<file path="src/stbs_pkg.sv">
// Shared types and constants for the size tier bucket selector.
`default_nettype none
package stbs_pkg;
  localparam int unsigned IdBits    = 16;
  localparam int unsigned RatioFrac = 16;
  localparam int unsigned OutCap    = 32;
  localparam int unsigned PairMin   = 2;
  localparam int unsigned CfgIdxBits = 3;

  typedef enum logic [CfgIdxBits-1:0] {
    CFG_MIN_SIZE    = 3'd0,
    CFG_RATIO_LOW   = 3'd1,
    CFG_RATIO_HIGH  = 3'd2,
    CFG_MIN_GROUP   = 3'd3,
    CFG_MAX_GROUP   = 3'd4,
    CFG_ENFORCE_MIN = 3'd5
  } cfg_idx_e;

  // Controller commands to the datapath.
  typedef struct packed {
    logic ins_start;    // latch a new item, begin insertion scan
    logic ins_step;     // one shift step of the insertion
    logic tier_start;   // clear tier walk
    logic tier_eval;    // evaluate join tests for entry
    logic div_step;     // one division step
    logic tier_commit;  // commit join or new tier
    logic pick_start;   // clear tier pick
    logic pick_step;    // examine one tier
    logic pick_retry;   // retry with threshold two
    logic emit_load;    // load output register from current member
    logic emit_next;    // advance to next member
    logic clear_set;    // item count back to zero
  } stbs_cmd_t;

  // Datapath status to the controller.
  typedef struct packed {
    logic ins_done;
    logic ins_keep;     // item still to be placed (room left)
    logic walk_done;    // all entries walked
    logic need_div;     // join candidate needs a division
    logic div_done;
    logic pick_done;
    logic found;
    logic emit_last;
  } stbs_sts_t;
endpackage
`default_nettype wire

</file>
<file path="src/stbs_ctrl.sv">
// Controller state machine of the size tier bucket selector.
`default_nettype none
module stbs_ctrl
  import stbs_pkg::*;
(
  input  wire logic      clk_i,
  input  wire logic      rst_ni,
  input  wire logic      in_valid,
  input  wire logic      in_last_i,
  output logic           in_stall,
  input  wire logic      out_stall,
  output logic           out_valid,
  input  wire logic      enforce_i,
  input  wire stbs_sts_t sts_i,
  output stbs_cmd_t      cmd_o
);
  typedef enum logic [9:0] {
    S_IDLE  = 10'b0000000001,
    S_INS   = 10'b0000000010,
    S_TSTRT = 10'b0000000100,
    S_TEVAL = 10'b0000001000,
    S_TDIV  = 10'b0000010000,
    S_TCOM  = 10'b0000100000,
    S_PICK  = 10'b0001000000,
    S_PICK2 = 10'b0010000000,
    S_LOAD  = 10'b0100000000,
    S_OUT   = 10'b1000000000
  } state_e;

  state_e state_q, state_d;
  logic   last_q, last_d;
  logic   retried_q, retried_d;

  // Next state and commands.
  always_comb begin
    state_d   = state_q;
    last_d    = last_q;
    retried_d = retried_q;
    cmd_o     = '0;
    in_stall  = 1'b1;
    out_valid = 1'b0;
    unique case (state_q)
      S_IDLE: begin
        in_stall = 1'b0;
        if (in_valid) begin
          cmd_o.ins_start = 1'b1;
          last_d  = in_last_i;
          state_d = S_INS;
        end
      end
      S_INS: begin
        if (sts_i.ins_done || !sts_i.ins_keep) begin
          state_d = last_q ? S_TSTRT : S_IDLE;
        end else begin
          cmd_o.ins_step = 1'b1;
        end
      end
      S_TSTRT: begin
        cmd_o.tier_start = 1'b1;
        state_d = S_TEVAL;
      end
      S_TEVAL: begin
        if (sts_i.walk_done) begin
          cmd_o.pick_start = 1'b1;
          retried_d = 1'b0;
          state_d = S_PICK;
        end else begin
          cmd_o.tier_eval = 1'b1;
          state_d = S_TDIV;
        end
      end
      S_TDIV: begin
        if (!sts_i.need_div) begin
          state_d = S_TCOM;
        end else if (sts_i.div_done) begin
          state_d = S_TCOM;
        end else begin
          cmd_o.div_step = 1'b1;
        end
      end
      S_TCOM: begin
        cmd_o.tier_commit = 1'b1;
        state_d = S_TEVAL;
      end
      S_PICK: begin
        if (sts_i.pick_done) begin
          if (!sts_i.found && !enforce_i && !retried_q) begin
            cmd_o.pick_retry = 1'b1;
            retried_d = 1'b1;
          end else begin
            state_d = S_PICK2;
          end
        end else begin
          cmd_o.pick_step = 1'b1;
        end
      end
      S_PICK2: begin
        state_d = S_LOAD;
      end
      S_LOAD: begin
        cmd_o.emit_load = 1'b1;
        state_d = S_OUT;
      end
      S_OUT: begin
        out_valid = 1'b1;
        if (!out_stall) begin
          if (sts_i.emit_last) begin
            cmd_o.clear_set = 1'b1;
            state_d = S_IDLE;
          end else begin
            cmd_o.emit_next = 1'b1;
            state_d = S_LOAD;
          end
        end
      end
      default: state_d = S_IDLE;
    endcase
  end

  always_ff @(posedge clk_i or negedge rst_ni) begin
    if (!rst_ni) begin
      state_q   <= S_IDLE;
      last_q    <= 1'b0;
      retried_q <= 1'b0;
    end else begin
      state_q   <= state_d;
      last_q    <= last_d;
      retried_q <= retried_d;
    end
  end
endmodule
`default_nettype wire

</file>
<file path="config.mk">
export PLATFORM = sky130hd
export DESIGN_NAME = stbs_ctrl
export DESIGN_NICKNAME = d
export VERILOG_FILES = /design/src/stbs_pkg.sv /design/src/stbs_ctrl.sv
export SDC_FILE = /design/constraint.sdc
export NUM_CORES = 1
export LEC_CHECK = 0
export ABC_AREA = 1
export BUFFER_PORTS_ARGS = -buffer_cell sky130_fd_sc_hd__buf_2
export CAP_MARGIN = 10
export CORE_MARGIN = 2
export CORE_UTILIZATION = 45
export CTS_CLUSTER_DIAMETER = 100
export DETAILED_ROUTE_END_ITERATION = 6
export PLACE_DENSITY = 0.72
export RECOVER_POWER = 50
export SETUP_SLACK_MARGIN = 0.3
export SLEW_MARGIN = 20
export SYNTH_ARGS = -nofsm -noshare
export SYNTH_HDL_FRONTEND = slang
export SYNTH_SLANG_ARGS = --single-unit
</file>
<file path="constraint.sdc">
create_clock -name clk_i -period 2 [get_ports clk_i]
set_clock_uncertainty 0.15 [all_clocks]
set_input_delay 0.2 -clock clk_i [delete_from_list [all_inputs] [get_ports clk_i]]
set_output_delay 0.2 -clock clk_i [all_outputs]
set_load 0.005 [all_outputs]
</file>
==> impl_results.rst <==
.. list-table::
   :header-rows: 1

   * - Metric
     - Value
   * - Total design power
     - 1.10 mW
   * - Total count of max-transition violations in the final report
     - 0
   * - Register area share after synthesis
     - 0.338
   * - Die outline height
     - 48.5 um
   * - Worst setup slack after layout
     - 100 ps
   * - Gate count of the mapped netlist
     - 142
   * - Share of the clock period used by the worst path after layout
     - 0.950
   * - Root buffer selected by CTS
     - sky130_fd_sc_hd__clkbuf_4
   * - Remaining number of nets flagged by the antenna check after routing
     - 0
   * - Post-synthesis cell area
     - 892 um^2
   * - Data required time at the worst endpoint
     - 1650 ps
   * - Synth Net Count
     - 156
   * - Count of warnings emitted by yosys
     - 0
   * - Worst voltage drop across the vdd grid
     - 0.707 mV
   * - Fraction of synthesis flops using an asynchronous set or reset pin
     - 1.00
   * - Top routing layer in use
     - met4
   * - Global-route wire length before repair
     - 4530 um
   * - Worst path most repeated cell
     - sky130_fd_sc_hd__nor2_4
   * - Share of layout cells above drive strength 1
     - 0.472
   * - Initial standard-cell utilization of the core
     - 0.464
   * - Final RePlAce weighted congestion
     - 0.833
   * - Vias/cell
     - 4.82
   * - Wire per inst
     - 11.9 um
   * - Met2 Wirelength
     - 1380 um
   * - Count of different cell masters after synthesis
     - 19
   * - Setup tns final
     - 0 ps
   * - Max Fanout on Critical Path
     - 5
   * - Post-Synthesis Mean Instance Area
     - 6.28 um^2
   * - Bufs and invs on worst path
     - 1
   * - Area share of the largest cell type after synthesis
     - 0.309
   * - Cell type group with the largest total delay on the critical path
     - simple AND/OR/NAND/NOR gates
   * - Number of buffers added on ports
     - 27
   * - Total DRC errors in the routed layout
     - 0
   * - Layout net count
     - 208
   * - Sum of routed wire length over all layers
     - 2620 um
   * - Max Buffers Root-to-Sink
     - 2
   * - Slowest cell on the critical path
     - sky130_fd_sc_hd__dfrtp_1
   * - Hold Fails Final Rpt
     - 0
   * - Dominant cell type by area after synthesis
     - sky130_fd_sc_hd__dfrtp_1
   * - Total leakage power
     - 0.810 nW
   * - Relative area change from synthesis to final layout
     - 50.5%
   * - Relative slew margins
     - 0.540
   * - Worst stage delay on the critical path
     - 430 ps
   * - CTS clk-pin slew, worst paths
     - 80 ps
   * - Number of vias after detailed routing
     - 1,060
   * - Type of the setup path with the least slack
     - flip-flop to primary output
   * - Type of origin of the critical path
     - flip-flop
   * - Met1 wire length
     - 1020 um
   * - Most frequently used cell type in the post-synthesis netlist
     - sky130_fd_sc_hd__nand2_1
   * - Sink count of the clock tree
     - 12
   * - Status
     - completed
   * - H-tree Lvls
     - 1
   * - Overall die width
     - 48.5 um
   * - Worst hold-check path type
     - input port to flip-flop
   * - Cells along the critical path
     - nor2_4 -> nand2_4 -> nor2_4 -> nand2_2 -> or2_1 -> nor2_1 -> buf_2
   * - Row count
     - 16
   * - Data arrival time of the worst path
     - 1550 ps
   * - Clock tree from TritonCTS
     - yes
   * - Transition time of the tightest slew-check pin
     - 689 ps
   * - Placement Setup Slack
     - 297 ps
   * - Worst setup EP type
     - primary output
   * - Area enclosed by the die boundary
     - 0.00235 mm^2
   * - Clock buffer count from CTS
     - 3
   * - Aggregate global-route resource usage
     - 0.251
   * - Std-Cell Core Area
     - 0.00192 mm^2
   * - DR pass1 iterations
     - 4
   * - Pin count of the biggest net entering global routing
     - 13
   * - Met3 WL
     - 119 um
   * - Via count of the first global-routing pass
     - 1,080
   * - Ratio of total power to cell area
     - 820 mW/mm^2
   * - Synth cell count leaders
     - sky130_fd_sc_hd__nand2_1, sky130_fd_sc_hd__inv_1, sky130_fd_sc_hd__nor2_1, sky130_fd_sc_hd__dfrtp_1, sky130_fd_sc_hd__nand3_1
   * - Antenna Diode Count
     - 0
   * - Later-pin clock latency in the skew report
     - 290 ps
   * - Final setup violating endpoints
     - 0
   * - Peak clock frequency supported by timing
     - 0.526 GHz
   * - Detailed router's first-iteration violation count
     - 16
   * - Total half-perimeter wirelength after legalization and detailed placement
     - 1710 um
   * - Antenna violations before repair
     - 0
   * - Register bit count reported by yosys
     - 12
   * - Top_reg_cell synth
     - sky130_fd_sc_hd__dfrtp_1
   * - Residual overflow from global routing
     - 0
   * - Count of flip-flops with a built-in enable after synthesis
     - 0
   * - Max-cap violation count
     - 0
   * - RSZ-0062 raised after global routing
     - yes
   * - Clock period minus final worst setup slack
     - 1900 ps
   * - Count of boundary I/O pins
     - 28
   * - Synth area leaders
     - sky130_fd_sc_hd__dfrtp_1, sky130_fd_sc_hd__nand2_1, sky130_fd_sc_hd__inv_1
[worst paths after layout]
kind                       cells past startpoint         end  startpoint  slack, ps
hold / removal                                 3  state_q[9]   out_stall         60
setup / recovery                               7    cmd_o[1]  state_q[7]        100
hold reg to reg                                2   retried_q   retried_q        380
setup reg to reg                              10  state_q[8]  state_q[0]        240
min in group asynchronous                      2  state_q[9]      rst_ni        320
max in group asynchronous                      2  state_q[6]      rst_ni        900
[final cells by class]
cell class | instances | area, um^2
clock buffers | 4 | 26.3
fillers | 168 | 579
inverters | 33 | 124
multi-input cells | 97 | 571
flip-flops and latches | 12 | 303
well taps | 27 | 33.8
repair buffers | 47 | 285
[sequential cells by signal (all words and copies together) (netlist names)]
register and count:
retried_q 1, state_q 10, last_q 1
[worst register-to-register path: cells and delay by family (launching register included)]
family | cells | cell delay (ps)
buffers and inverters | 2 | 290
AND/OR/NAND/NOR | 7 | 550
flip-flops | 1 | 540
AO/OA/AOI/OAI | 1 | 160
[cells in the final DEF, fill, tap and decap left out]
cell type / synthesis / routed
sky130_fd_sc_hd__nand2_1: 38 / 29
sky130_fd_sc_hd__buf_2: 0 / 26
sky130_fd_sc_hd__inv_1: 27 / 25
sky130_fd_sc_hd__buf_4: 0 / 17
sky130_fd_sc_hd__nor2_1: 22 / 16
sky130_fd_sc_hd__nand2_2: 3 / 11
sky130_fd_sc_hd__dfrtp_1: 11 / 10
sky130_fd_sc_hd__nor2_4: 3 / 8
sky130_fd_sc_hd__inv_2: 6 / 8
sky130_fd_sc_hd__nand3_1: 9 / 7
sky130_fd_sc_hd__nor2_2: 5 / 6
sky130_fd_sc_hd__nand2_4: 2 / 3
sky130_fd_sc_hd__nand3_2: 1 / 3
sky130_fd_sc_hd__nand4_1: 3 / 3
sky130_fd_sc_hd__clkbuf_4: 0 / 3
sky130_fd_sc_hd__nor3_4: 0 / 2
sky130_fd_sc_hd__nor3_1: 4 / 2
sky130_fd_sc_hd__o21ai_0: 2 / 2
sky130_fd_sc_hd__clkbuf_1: 0 / 2
sky130_fd_sc_hd__dlygate4sd3_1: 0 / 2
sky130_fd_sc_hd__or2_1: 1 / 1
sky130_fd_sc_hd__nor3_2: 1 / 1
sky130_fd_sc_hd__o21ai_1: 1 / 1
sky130_fd_sc_hd__a21oi_1: 2 / 1
sky130_fd_sc_hd__a21oi_2: 0 / 1
sky130_fd_sc_hd__buf_1: 0 / 1
sky130_fd_sc_hd__dfstp_2: 1 / 1
sky130_fd_sc_hd__dfrtp_2: 0 / 1
[what timing repair did]
| item | 4_1_cts | 5_1_grt |
|---|---|---|
| setup buffers | 17 | 1 |
| pin swaps | 13 | 3 |
| resized for setup | 26 | 5 |
| hold buffers | 2 | 0 |
| endpoints found under the setup margin | 14 | 21 |
| endpoints found under the hold margin | 13 | 0 |
[per-layer routing]
layer	track usage	vias up
met3	0.0216	8
met1	0.274	489
met4	0.148	0
li1	-	522
met2	0.472	41
met5	0	-
[cells by family after synthesis]
kind of cell | after synthesis | synth area share
AND/OR/NAND/NOR | 92 | 0.495
buffers and inverters | 33 | 0.139
flip-flops | 12 | 0.338
AO/OA/AOI/OAI | 5 | 0.0280
[per-stage QoR]
stage	hold WS, ps	std cells	utilization	instance area (um^2)
6_report	62.2	220	0.699	1340
3_3_place_gp	-55.0	196	0.552	1060
4_1_cts	46.6	219	0.689	1320
2_1_floorplan	-246	142	-	892
5_1_grt	92.8	220	0.699	1340
3_5_place_dp	-52.2	196	0.552	1060
[where the power goes]
part	internal, mW	switching [mW]
clock	0.0776	0.0897
combinational	0.255	0.362
sequential	0.290	0.0261
Power figures use the tool's default switching activity.
